`src/pld_pkg.sv`:
```
// ----------------------------------------------------------------------------
// pld_pkg: shared types and constants for the load decay core
// Decay fraction table (y^n, y^32 = 1/2, 0.32 fixed point) and stage payloads.
// ----------------------------------------------------------------------------
package pld_pkg;

    localparam logic [31:0] SeriesLimit = 32'd47742;
    localparam logic [31:0] PeriodUnit  = 32'd1024;
    localparam logic        FuncDecay   = 1'b0;
    localparam logic        FuncAccum   = 1'b1;

    // stage 1 -> stage 2: operands for the two multipliers
    typedef struct packed {
        logic        func;
        logic [31:0] op_a;
        logic [31:0] op_b;
        logic [31:0] frac;
        logic [10:0] last_part;
    } prep_t;

    // stage 2 -> stage 3: registered products
    typedef struct packed {
        logic        func;
        logic [63:0] prod_a;
        logic [63:0] prod_b;
        logic [10:0] last_part;
    } prod_t;

    function automatic logic [31:0] y_pow_frac(input logic [4:0] idx);
        logic [31:0] f;
        case (idx)
            5'd0:    f = 32'hffffffff;
            5'd1:    f = 32'hfa83b2da;
            5'd2:    f = 32'hf5257d14;
            5'd3:    f = 32'hefe4b99a;
            5'd4:    f = 32'heac0c6e6;
            5'd5:    f = 32'he5b906e6;
            5'd6:    f = 32'he0ccdeeb;
            5'd7:    f = 32'hdbfbb796;
            5'd8:    f = 32'hd744fcc9;
            5'd9:    f = 32'hd2a81d91;
            5'd10:   f = 32'hce248c14;
            5'd11:   f = 32'hc9b9bd85;
            5'd12:   f = 32'hc5672a10;
            5'd13:   f = 32'hc12c4cc9;
            5'd14:   f = 32'hbd08a39e;
            5'd15:   f = 32'hb8fbaf46;
            5'd16:   f = 32'hb504f333;
            5'd17:   f = 32'hb123f581;
            5'd18:   f = 32'had583ee9;
            5'd19:   f = 32'ha9a15ab4;
            5'd20:   f = 32'ha5fed6a9;
            5'd21:   f = 32'ha2704302;
            5'd22:   f = 32'h9ef5325f;
            5'd23:   f = 32'h9b8d39b9;
            5'd24:   f = 32'h9837f050;
            5'd25:   f = 32'h94f4efa8;
            5'd26:   f = 32'h91c3d373;
            5'd27:   f = 32'h8ea4398a;
            5'd28:   f = 32'h8b95c1e3;
            5'd29:   f = 32'h88980e80;
            5'd30:   f = 32'h85aac367;
            5'd31:   f = 32'h82cd8698;
            default: f = 32'hffffffff;
        endcase
        return f;
    endfunction

endpackage

```
`src/pld_prep.sv`:
```
// ----------------------------------------------------------------------------
// pld_prep: operand preparation stage
// Whole-period shift, table lookup and operand selection per mode.
// ----------------------------------------------------------------------------
module pld_prep (
    input  logic           aclk,
    input  logic           aresetn,
    input  logic           in_valid,
    output logic           in_ready,
    input  logic           func,
    input  logic [63:0]    value,
    input  logic [31:0]    periods,
    input  logic [10:0]    first_part,
    input  logic [10:0]    last_part,
    output logic           out_valid,
    input  logic           out_ready,
    output pld_pkg::prep_t out_data
);

    logic           valid_reg;
    pld_pkg::prep_t data_reg;
    pld_pkg::prep_t data_next;
    logic [5:0]     shamt;
    logic           too_far;
    logic [63:0]    shifted;
    logic [31:0]    lim_shifted;
    logic [31:0]    d1_shifted;

    assign shamt   = periods[10:5];
    // 2048 or more periods (64 or more halvings): everything decays to zero
    assign too_far = |periods[31:11];
    assign shifted     = value >> shamt;
    assign lim_shifted = pld_pkg::SeriesLimit >> shamt;
    assign d1_shifted  = {21'b0, first_part} >> shamt;

    always_comb begin
        data_next.func      = func;
        data_next.frac      = pld_pkg::y_pow_frac(periods[4:0]);
        data_next.last_part = last_part;
        if (too_far) begin
            data_next.op_a = 32'b0;
            data_next.op_b = 32'b0;
        end else if (func == pld_pkg::FuncDecay) begin
            data_next.op_a = shifted[63:32];
            data_next.op_b = shifted[31:0];
        end else begin
            data_next.op_a = lim_shifted;
            data_next.op_b = d1_shifted;
        end
    end

    assign in_ready = !valid_reg || out_ready;

    always_ff @(posedge aclk) begin
        if (!aresetn) begin
            valid_reg <= 1'b0;
        end else if (in_ready) begin
            valid_reg <= in_valid;
        end
    end

    always_ff @(posedge aclk) begin
        if (in_ready && in_valid) begin
            data_reg <= data_next;
        end
    end

    assign out_valid = valid_reg;
    assign out_data  = data_reg;

endmodule

```
`config.mk`:
```
export PLATFORM = sky130hd
export DESIGN_NAME = pld_prep
export DESIGN_NICKNAME = d
export VERILOG_FILES = /design/src/pld_pkg.sv /design/src/pld_prep.sv
export SDC_FILE = /design/constraint.sdc
export NUM_CORES = 1
export LEC_CHECK = 0
export ABC_AREA = 1
export BUFFER_PORTS_ARGS = -buffer_cell sky130_fd_sc_hd__buf_2
export CAP_MARGIN = 20
export CORE_MARGIN = 2
export CORE_UTILIZATION = 60
export DETAILED_ROUTE_END_ITERATION = 8
export GPL_TIMING_DRIVEN = 1
export HOLD_SLACK_MARGIN = 0.02
export PLACE_DENSITY_LB_ADDON = 0.05
export SYNTH_ARGS = -nofsm -noshare
export SYNTH_HDL_FRONTEND = slang
export SYNTH_SLANG_ARGS = --single-unit
```
`constraint.sdc`:
```
create_clock -name aclk -period 16.95 [get_ports aclk]
set_input_delay 4.2375 -clock aclk [delete_from_list [all_inputs] [get_ports aclk]]
set_output_delay 4.2375 -clock aclk [all_outputs]
set_load 0.02 [all_outputs]
```
==> flow_summary_export.csv <==
group,metric,value,unit
outcome,outcome,"completed",
timing,min_period,8.97,ns
setup_path,crit-reg2reg-launch,"out_valid",
setup_path,arrival,4.73,ns
clocking,cts_buffers,9,
grt,grt_max_degree,88,
timing,drv_slew,0,
final_layout,area_growth,14.2,%
timing,slew_headroom,29.0,%
synthesis,synth-adder-area-share,1.45,%
synthesis,syn_nets,1581,
timing,fin_tns_setup,0,ns
floorplanning,row_count,45,
floorplanning,die_h,130,µm
clocking,htree_num_levels,3,
synthesis,synth_area_leader_cell,"edfxtp_1",
clocking,clkSlewWorstSetupHoldPaths,0.07,ns
synthesis,synth-xor-area-share,0,%
synthesis,synth_mux_area_share,0,%
synthesis,synth_top_family_by_area,"simple AND/OR/NAND/NOR gates",
final_layout,final_nets,1741,
timing,hold_viol,0,
setup_path,crit_top_cell,"buf_2",
clocking,cts_hold_repair.buffers,0,
synthesis,ys_seq_area_share,34.0,%
power_and_ir_drop,p_leak,5.10,nW
final_layout,diodes,0,
setup_path,critPathCaptureType,"output pin",
setup_path,startpoint_type,"input pin",
worst_hold_path,hold_depth,2,
setup_path,cp_max_fo,2,
final_layout,layout-drive-gt1-share,18.2,%
setup_path,rr_endpoint,"out_data[54]",
power_and_ir_drop,power_density,69.8,nW/µm²
timing,min_period_over_period,52.9,%
timing,setup_violations,0,
grt,grt_pass1_vias,10000,
grt,grt_overflow,0,
place,gp_congestion,1.02,
power_and_ir_drop,switchingPower,274,µW
clocking,clockBufferDepth,2,
worst_hold_path,hold_start,"out_valid",
worst_hold_path,hp-class,"reg -> reg",
synthesis,synth.distinct_cells,51,
floorplanning,initial_core_util,62.0,%
route,drt_iter0_markers,2196,
place,io_buffers,231,
clocking,clock_latency,0.35,ns
route,route.vias.total,11500,
timing,finClkSkew,0.00736,ns
place,dpl.hpwl,24600,µm
power_and_ir_drop,peakVddDrop,0.0672,mV
setup_path,crit_type,"in -> out",
timing,holdWs,0.650,ns
synthesis,synth_top_area_share,33.8,%
route,avgRoutedWirePerCell,18.2,µm
route,dr.pass1.iters,7,
clocking,cts.sinks,108,
clocking,tritoncts,"done",
power_and_ir_drop,p_seq_share,41.8,%
clocking,cts.repair.resized,0,
timing,rsz0062_at_grt,"false",
synthesis,synth_area_leaders,"edfxtp_1 34%, nand3_1 20%, nand2_1 16%",
synthesis,synth-simple-area-share,44.6,%
setup_path,worstPathRequired,12.71,ns
synthesis,synthCells,1447,
timing,max_slew.worst_pin.slew,1.06,ns
setup_path,crit_chain,"buf_2 -> inv_1 -> nand2_1 -> buf_2",
route,routed_wirelength,33100,µm
final_layout,final_common_cell,"nand2_1",
final_layout,final_cell_mix,"416 x nand2_1, 377 x nand3_1, 231 x buf_2",
synthesis,mappedNetlistArea,9500,µm²
setup_path,crit_family,"buffers and inverters",
grt,grt_antenna_before_repair,1,
floorplanning,ios,233,
route,drcViolationCount,0,
synthesis,ys_ff_latch,108,
floorplanning,die_area,16900,µm²
synthesis,synth_compound_area_share,11.5,%
clocking,root_buffer,"clkbuf_16",
power_and_ir_drop,clkPwrFrac,26.0,%
setup_path,cpPeakStageDelay,0.18,ns
grt,track_usage,38.9,%
setup_path,cpMaxStageDelayCell,"buf_2",
floorplanning,die_w,130,µm
route,via_per_inst,6.32,
power_and_ir_drop,p_int,483,µW
route,drtAntennaViolNets,0,
timing,fmax,0.111,GHz
job,cap_violations,0,
worst_hold_path,min_to,"out_valid",
power_and_ir_drop,swShare,36.2,%
power_and_ir_drop,pwr-share-comb,32.2,%
setup_path,reg2reg_depth,2,
clocking,post-cts-setup-buffers,0,
synthesis,avgSynthCellArea,6.57,µm²
grt,grt_pass1_wl,51200,µm
floorplanning,core_area,15300,µm²
setup_path,worst-path-buf-inv,3,
setup_path,r2r_setup_slack,14.68,ns
synthesis,yosysWarnings,0,
==> worst max-delay path by stage <==
stage	start	to	slack, ns	cells after the start
5_1_grt	out_ready	in_ready	7.96	4
6_report	out_ready	in_ready	7.98	4
3_3_place_gp	out_ready	in_ready	8.06	4
2_1_floorplan	in_valid	out_data[0]	6.91	2
4_1_cts	out_ready	in_ready	7.98	4
3_5_place_dp	out_ready	in_ready	8.00	4
==> routing by layer <==
metal | vias to the layer above | global-route usage, % | share of wire (%)
met5 | - | 0 | 0
met1 | 5090 | 52.8 | 37
met2 | 1008 | 61.5 | 45
met3 | 146 | 6.85 | 13
li1 | 5269 | - | -
met4 | 0 | 17.0 | 4.9
==> final cells by class <==
class	count	area (µm²)
well taps	211	264
multi-input cells	1158	5480
inverters	89	337
clock buffers	9	225
repair buffers	241	1260
flip-flops and latches	108	3230
clock inverters	6	47.5
fillers	1367	4470
==> synth_stat cells, drive strengths merged <==
cell type / number
a211oi: 3
a21boi: 3
a21oi: 46
a221oi: 1
a22oi: 5
a31oi: 6
a32o: 2
a32oi: 5
and2: 3
and3: 1
buf: 63
clkbuf: 29
clkinv: 2
conb: 1
dfxtp: 1
edfxtp: 107
ha: 11
inv: 87
nand2: 421
nand3: 379
nand3b: 4
nand4: 3
nor2: 136
nor3: 9
o2111ai: 1
o211ai: 7
o21a: 2
o21ai: 87
o221a: 1
o22ai: 13
o311ai: 1
o31ai: 3
o32ai: 1
or2: 3
==> worst reg2reg max path: stages (launching register included) <==
cell and delay, ns:
dfxtp_1 0.36, a21oi_4 0.55, buf_4 0.91
==> power by group through the flow <==
stage          Clock, mW  Combinational, mW  Sequential [mW]
2_1_floorplan          0              0.139            0.345
3_3_place_gp           0              0.231            0.321
3_5_place_dp           0              0.233            0.322
4_1_cts            0.197              0.234            0.316
5_1_grt            0.207              0.265            0.318
6_report           0.197              0.244            0.316
==> state kept, by name, summed over array words and instances (netlist names) <==
signal and flops:
out_valid 1, out_data 107
==> kinds of logic after synthesis <==
group                    after synthesis
other                                  1
adder cells (fa/ha/maj)               11
buffers and inverters                181
AO/OA/AOI/OAI                        187
flip-flops                           108
AND/OR/NAND/NOR                      959
==> per-stage QoR <==
| step | setup slack [ns] | power, mW | cells | cell area (µm²) | util (%) |
|---|---|---|---|---|---|
| after floorplan | 6.91 | 0.484 | 1447 | 9500 | - |
| after global placement | 8.06 | 0.552 | 1804 | 10500 | 68.7 |
| after detailed placement | 8.00 | 0.556 | 1804 | 10500 | 68.7 |
| after CTS | 7.98 | 0.748 | 1819 | 10800 | 70.5 |
| after global routing | 7.96 | 0.790 | 1822 | 10800 | 70.8 |
| final | 7.98 | 0.757 | 1822 | 10800 | 70.8 |
Power figures use the tool's default switching activity.
