==> src/pld_pkg.sv <==
// ----------------------------------------------------------------------------
// pld_pkg: shared types and constants for the load decay core
// Decay fraction table (y^n, y^32 = 1/2, 0.32 fixed point) and stage payloads.
// ----------------------------------------------------------------------------
package pld_pkg;

    localparam logic [31:0] SeriesLimit = 32'd47742;
    localparam logic [31:0] PeriodUnit  = 32'd1024;
    localparam logic        FuncDecay   = 1'b0;
    localparam logic        FuncAccum   = 1'b1;

    // stage 1 -> stage 2: operands for the two multipliers
    typedef struct packed {
        logic        func;
        logic [31:0] op_a;
        logic [31:0] op_b;
        logic [31:0] frac;
        logic [10:0] last_part;
    } prep_t;

    // stage 2 -> stage 3: registered products
    typedef struct packed {
        logic        func;
        logic [63:0] prod_a;
        logic [63:0] prod_b;
        logic [10:0] last_part;
    } prod_t;

    function automatic logic [31:0] y_pow_frac(input logic [4:0] idx);
        logic [31:0] f;
        case (idx)
            5'd0:    f = 32'hffffffff;
            5'd1:    f = 32'hfa83b2da;
            5'd2:    f = 32'hf5257d14;
            5'd3:    f = 32'hefe4b99a;
            5'd4:    f = 32'heac0c6e6;
            5'd5:    f = 32'he5b906e6;
            5'd6:    f = 32'he0ccdeeb;
            5'd7:    f = 32'hdbfbb796;
            5'd8:    f = 32'hd744fcc9;
            5'd9:    f = 32'hd2a81d91;
            5'd10:   f = 32'hce248c14;
            5'd11:   f = 32'hc9b9bd85;
            5'd12:   f = 32'hc5672a10;
            5'd13:   f = 32'hc12c4cc9;
            5'd14:   f = 32'hbd08a39e;
            5'd15:   f = 32'hb8fbaf46;
            5'd16:   f = 32'hb504f333;
            5'd17:   f = 32'hb123f581;
            5'd18:   f = 32'had583ee9;
            5'd19:   f = 32'ha9a15ab4;
            5'd20:   f = 32'ha5fed6a9;
            5'd21:   f = 32'ha2704302;
            5'd22:   f = 32'h9ef5325f;
            5'd23:   f = 32'h9b8d39b9;
            5'd24:   f = 32'h9837f050;
            5'd25:   f = 32'h94f4efa8;
            5'd26:   f = 32'h91c3d373;
            5'd27:   f = 32'h8ea4398a;
            5'd28:   f = 32'h8b95c1e3;
            5'd29:   f = 32'h88980e80;
            5'd30:   f = 32'h85aac367;
            5'd31:   f = 32'h82cd8698;
            default: f = 32'hffffffff;
        endcase
        return f;
    endfunction

endpackage

==> src/pld_sum.sv <==
// ----------------------------------------------------------------------------
// pld_sum: final sum stage and output register
// Combines the products into the decayed value or the segment sum.
// ----------------------------------------------------------------------------
module pld_sum (
    input  logic           aclk,
    input  logic           aresetn,
    input  logic           in_valid,
    output logic           in_ready,
    input  pld_pkg::prod_t in_data,
    output logic           out_valid,
    input  logic           out_ready,
    output logic [63:0]    result
);

    logic        valid_reg;
    logic [63:0] result_reg;
    logic [63:0] result_next;
    logic [31:0] seg_sum;

    // d1 decayed + (limit - limit decayed - unit) + d3, wraps mod 2^32
    assign seg_sum = in_data.prod_b[63:32] + pld_pkg::SeriesLimit - in_data.prod_a[63:32]
                     - pld_pkg::PeriodUnit + {21'b0, in_data.last_part};

    always_comb begin
        if (in_data.func == pld_pkg::FuncDecay) begin
            // hi*f + (lo*f >> 32) cannot overflow 64 bits
            result_next = in_data.prod_a + {32'b0, in_data.prod_b[63:32]};
        end else begin
            result_next = {32'b0, seg_sum};
        end
    end

    assign in_ready = !valid_reg || out_ready;

    always_ff @(posedge aclk) begin
        if (!aresetn) begin
            valid_reg <= 1'b0;
        end else if (in_ready) begin
            valid_reg <= in_valid;
        end
    end

    always_ff @(posedge aclk) begin
        if (in_ready && in_valid) begin
            result_reg <= result_next;
        end
    end

    assign out_valid = valid_reg;
    assign result    = result_reg;

endmodule

==> config.mk <==
export PLATFORM = sky130hd
export DESIGN_NAME = pld_sum
export DESIGN_NICKNAME = d
export VERILOG_FILES = /design/src/pld_pkg.sv /design/src/pld_sum.sv
export SDC_FILE = /design/constraint.sdc
export NUM_CORES = 1
export LEC_CHECK = 0
export CAP_MARGIN = 15
export CELL_PAD_IN_SITES_DETAIL_PLACEMENT = 2
export CELL_PAD_IN_SITES_GLOBAL_PLACEMENT = 2
export CORE_MARGIN = 2
export CORE_UTILIZATION = 28
export CTS_CLUSTER_SIZE = 24
export DETAILED_ROUTE_END_ITERATION = 10
export DONT_BUFFER_PORTS = 1
export PLACE_DENSITY = 0.75
export RECOVER_POWER = 50
export SYNTH_ARGS = -nofsm -noshare
export SYNTH_HDL_FRONTEND = slang
export SYNTH_SLANG_ARGS = --single-unit
==> constraint.sdc <==
create_clock -name aclk -period 7.6 [get_ports aclk]
set_clock_uncertainty 0.15 [all_clocks]
set_input_delay 1.14 -clock aclk [delete_from_list [all_inputs] [get_ports aclk]]
set_output_delay 1.14 -clock aclk [all_outputs]
set_load 0.03 [all_outputs]
==> results of run 1 <==
[metrics by stage]
| step | instance area, um2 | instances |
|---|---|---|
| after floorplan | 7510 | 854 |
| after global placement | 7820 | 1170 |
| after detailed placement | 7820 | 1170 |
| after CTS | 8080 | 1186 |
| after global routing | 8080 | 1186 |
| final | 8080 | 1186 |
[kinds of logic (layout without fill, tap and decap cells)]
kind of cell               after synthesis  in the layout
AOI/OAI and AO/OA                      255            255
buffers and inverters                  107            104
muxes                                    5              5
xor gates and xnor gates                71             71
DFF                                     65             65
adders and majority gates              126            126
and+or+nand+nor                        225            225
[synth_stat cells, drive strengths merged (12+ instances only)]
master	number
ha	114
inv	87
a21oi	83
o21ai	68
edfxtp	64
nand2	62
nor2	59
xnor2	36
xor2	35
a21o	22
nand3	22
and3	15
o21bai	14
clkbuf	13
fa	12
nand2b	12
or3	12
[how the worst min path moves through the flow]
stage | endpoint | slack (ns) | cells past startpoint
finish | out_valid | 0.79 | 2
global route | out_valid | 0.79 | 1
CTS | out_valid | 0.78 | 2
detailed placement | out_valid | 0.80 | 2
global placement | out_valid | 0.76 | 2
floorplan | out_valid | 0.73 | 2
[metal layers]
layer | track usage (%) | wire length (um) | up-vias
met5 | 0 | 0 | -
li1 | - | - | 3094
met1 | 25.3 | 12400 | 3223
met4 | 3.89 | 342 | 0
met3 | 4.25 | 1370 | 19
met2 | 34.4 | 13500 | 142
[power breakdown]
part	internal [uW]	total, uW	leakage (uW)	switching (uW)
sequential	459	557	0.000638	97.9
clock	220	407	0.000132	187
combinational	240	608	0.00268	369
total	919	1570	0.00345	654
[placed cells by master (no fill, tap or decap), types with 12 or more instances in the layout]
cell	Yosys	final
ha_1	114	114
inv_1	87	87
a21oi_1	80	80
edfxtp_1	64	64
nand2_1	61	61
o21ai_0	61	61
nor2_1	58	58
xnor2_1	36	36
xor2_1	35	35
nand3_1	22	22
a21o_1	21	21
o21bai_1	14	14
and3_1	13	13
or3_1	12	12
nand2b_1	12	12
fa_1	12	12
[critical path, cell delays in order]
cell and delay, ns:
inv_1 0.03, ha_1 0.31, fa_1 0.51, inv_1 0.04, ha_1 0.21, inv_1 0.07, fa_1 0.20, nor2b_1 0.08
o2111ai_1 0.24, a21boi_1 0.16, o41ai_2 0.52, o21ai_1 0.23, a211oi_1 0.68, o21ai_0 0.29, xnor2_1 0.19, a21o_1 0.18
[cell type report]
class,instances,area [um2]
timing repair buffer,1,3.75
multi-input combinational,682,5120
inverter,87,327
clock inverter,6,36.3
fill,2997,18100
tap,335,419
sequential,65,1940
clock buffer,10,229
==> flow_summary.toml, run 1 <==
[run_status]
status = "finished, violations left"
violations = "capacitance limit, slew limit"

[clock_network]
root_buffer = "clkbuf_16"
postCtsHoldBufs = 0
tritoncts = "done"
ctsResizeCount = 0
clk_latency_ns = 0.34
cts_setup_buffers = 0
clockBufferDepth = 2
path_clk_slew_ns = 0.06
cts_inserted_buffers = 9
h-tree-depth = 3
clock_sinks = 65

[logic_synthesis]
synth_compound_area_share_pct = 22.2
synth_top_area_cell = "edfxtp_1"
syn_area_mm2 = 0.00751
synth_top_family_by_area = "compound AO/OA/AOI/OAI gates"
synth_area_leaders = "edfxtp_1 26%, ha_1 19%, a21oi_1 5.3%"
synthSimpleGateAreaFrac_pct = 14.8
synth_top_area_share_pct = 25.6
ys_ff_latch = 65
synth-xor-area-share_pct = 8.28
ys_seq_area_share_pct = 25.8
async_flop_share_pct = 0
synth_fa_ha_area_share_pct = 22.2
synthFlopType = "edfxtp_1"
avgSynthCellArea_um2 = 8.80
synthCells = 854
synth.area.mux_share_pct = 0.699
synth_edf_count = 64
ys_types = 77
synth_fp_nets = 1124
yosys_warnings = 0

[worst_setup_path]
cp-end-kind = "flop"
crit_start = "in_data[1]"
regToRegEndpoint = "result[45]"
worstPathMaxFanout = 4
arrival_ns = 5.07
startpoint_type = "input port"
path_class = "in -> reg"
worstRegToRegCells = 3
critPathRequiredTime_ns = 7.55
crit_end = "result[31]"
r2r-start = "out_valid"
r2r_setup_slack_ns = 3.26

[sta]
drv_slew = 65
whs_ns = 0.791
slew_headroom_pct = -157
finalWorstSetupSlack_ns = 2.47
setup_viol = 0
clock.fmax_mhz = 195
finalCriticalPeriod_ns = 5.13
rsz0062_at_grt = "no"
fin_crit_sh_pct = 67.4
hold_violations = 0
tightestPinTransition_ns = 3.86
finalSetupTns_ns = 0

[worst_hold_path]
worstHoldStart = "in_valid"
hp-class = "in -> reg"

[floorplanning]
die_area_mm2 = 0.0282
num_rows = 59
initial_core_util_pct = 28.7
die_x_um = 168
coreArea_mm2 = 0.0262
die_y_um = 168
io_pins = 210

[final_layout]
layout.nets = 1116
syn2layout_area_growth_pct = 7.53
drive_above_1_share_pct = 5.05
largest_reg_flops = 64
final_core_util_pct = 30.8
antennaDiodeCount = 0

[route]
drt_iter0_drc = 292
routed-via-count = 6478
drt_first_pass_iters = 4
wire_per_inst_um = 23.2
wl_um = 27600
ant_nets = 0
vias_per_cell = 5.46
drc = 0

[place]
portBuffers = 0
place_congestion = 0.842
place_hpwl_um = 22400
post-place-ws_ns = 2.09

[global_routing]
track_usage_pct = 19.8
overflow = 0
grt_pass1_vias = 7256
grt_pass1_wl_um = 42600
grt_max_degree = 97
antenna_found_initial = 0

[power_and_ir_drop]
powerDensity_mw_per_mm2 = 195
p_leak_uw = 0.00345
p_total_uw = 1570
vdd_drop_max_mv = 0.0993

[run]
maxCapViolations = 1
No activity file was read; power rests on OpenSTA's default activity.
==> run 2, diff against run 1 <==
- PLACE_DENSITY: 0.75 -> 0.77
- clock period: 7.6 -> 4.18 ns (I/O delays scaled with it)
==> flow_summary.toml, run 2 (synthesis gave the netlist of run 1 again) <==
[run_status]
status = "finished, violations left"
violations = "capacitance limit, slew limit"

[route]
wire_per_inst_um = 23.1
ant_nets = 0
drt_first_pass_iters = 4
vias_per_cell = 5.48
wl_met2_um = 14200
wl_um = 28500
drc = 0
top_layer_used = "met4"
wl_met3_um = 1420
wl_met1_um = 12400
routed-via-count = 6763
drt_iter0_drc = 374

[final_layout]
multi_input_area_mm2 = 0.00516
layout_commonest_cell = "ha_1"
layout_common_cells = "114 x ha_1, 87 x inv_1, 79 x a21oi_1"
stdcell_count = 1235
drive_above_1_share_pct = 10.7
layout.nets = 1164
final-seq-area_mm2 = 0.00194
final_area_mm2 = 0.00854
largest_reg_flops = 64
fillers = 2908
syn2layout_area_growth_pct = 13.6

[clock_network]
postCtsHoldBufs = 0
h-tree-depth = 3
clockBufferDepth = 2
root_buffer = "clkbuf_16"
clk_latency_ns = 0.34
path_clk_slew_ns = 0.06
cts_inserted_buffers = 9
tritoncts = "done"
clock_sinks = 65

[worst_setup_path]
r2r_setup_slack_ns = 0.77
worstPathMaxFanout = 5
max_stage_delay_ns = 0.50
path_cells = "inv_1 -> ha_1 -> fa_1 -> inv_1 -> ha_1 -> a21oi_1 -> o211ai_1 -> a31o_2 -> a211oi_1 -> buf_4 -> nor3b_1 -> o21ai_1 -> a21oi_1 -> or3_1 -> a31o_2"
worstRegToRegCells = 3
path_class = "in -> reg"
r2r-start = "out_valid"
arrival_ns = 3.95
cp-end-kind = "flop"
critPathRequiredTime_ns = 4.13
regToRegEndpoint = "result[6]"
startpoint_type = "input port"
slowest_stage = "fa_1"

[sta]
setup_viol = 0
clock.fmax_mhz = 250
slew_headroom_pct = -71.5
fin_crit_sh_pct = 95.9
rsz0062_at_grt = "no"
hold_violations = 0
finalCriticalPeriod_ns = 4.01
tightestPinTransition_ns = 2.57
drv_slew = 46

[floorplanning]
initial_core_util_pct = 28.7
coreArea_mm2 = 0.0262
die_area_mm2 = 0.0282
io_pins = 210
die_x_um = 168
num_rows = 59
die_y_um = 168

[power_and_ir_drop]
p_leak_uw = 0.00370
powerDensity_mw_per_mm2 = 366
vdd_drop_max_mv = 0.144

[global_routing]
overflow = 0
grt_pass1_wl_um = 43700
antenna_found_initial = 0
grt_max_degree = 97
grt_pass1_vias = 7457
track_usage_pct = 20.2

[worst_hold_path]
hold_depth = 2
worstHoldStart = "in_valid"
hp-class = "in -> reg"
whs_endpoint = "out_valid"

[place]
postPlaceCellArea_mm2 = 0.00817
place_inst = 1217
place_hpwl_um = 23600
place_congestion = 0.824
portBuffers = 0

[run]
maxCapViolations = 1
[run 2: cell count changes in the layout (fill, tap and decap cells not counted), moves of 2 or more]
cell / before / now
o21ai_1: 4 / 6
o21ai_0: 61 / 59
clkinv_2: 4 / 0
buf_4: 0 / 47
bufinv_16: 0 / 2
[run 2: stage by stage]
step	setup WS (ns)	util, %	hold WS (ns)	power, uW	TNS, ns
after floorplan	0.134	-	0.616	1850	0
after global placement	-0.275	31.2	0.617	2190	-1.01
after detailed placement	-0.313	31.2	0.638	2250	-1.63
after CTS	0.0193	32.4	0.270	3130	0
after global routing	0.0201	32.6	0.273	3330	0
final	0.173	32.6	0.279	3130	0
[run 2: critical path: cells and delay by family]
kind | cells | cell delay [ns]
AO/OA/AOI/OAI | 7 | 1.53
adder cells (fa/ha/maj) | 3 | 1.15
buffers and inverters | 3 | 0.24
AND/OR/NAND/NOR | 2 | 0.40
[run 2: cell type report]
class / instances / share of cell area, %
diodes: 1 / 0.0293
clock buffers: 10 / 2.68
clock inverters: 6 / 1.08
inverters: 87 / 3.83
multi-input cells: 682 / 60.5
flip-flops and latches: 65 / 22.7
well taps: 335 / 4.91
repair buffers: 49 / 4.22
[run 2: where the power goes]
part	internal [uW]	switching (uW)	leakage [uW]
clock network	526	334	0.000149
registers	833	178	0.000638
logic	537	718	0.00292
total	1900	1230	0.00370
[run 2: worst max-delay path by stage]
stage | startpoint | end | slack [ns]
global placement | in_data[2] | result[28] | -0.28
CTS | in_data[1] | result[29] | 0.02
floorplan | in_data[1] | result[31] | 0.13
detailed placement | in_data[1] | result[31] | -0.31
finish | in_data[5] | result[30] | 0.17
global route | in_data[5] | result[30] | 0.02
[run 2: timing repair]
action,4_1_cts,5_1_grt
resized for setup,0,10
setup endpoints to repair,0,7
endpoints found under the hold margin,0,0
setup buffers,0,1
[run 2: routing by layer]
metal  track usage (%)  vias up
li1                  -     3200
met1              24.8     3375
met2              35.5      152
met3              4.75       36
met4              5.56        0
met5                 0        -
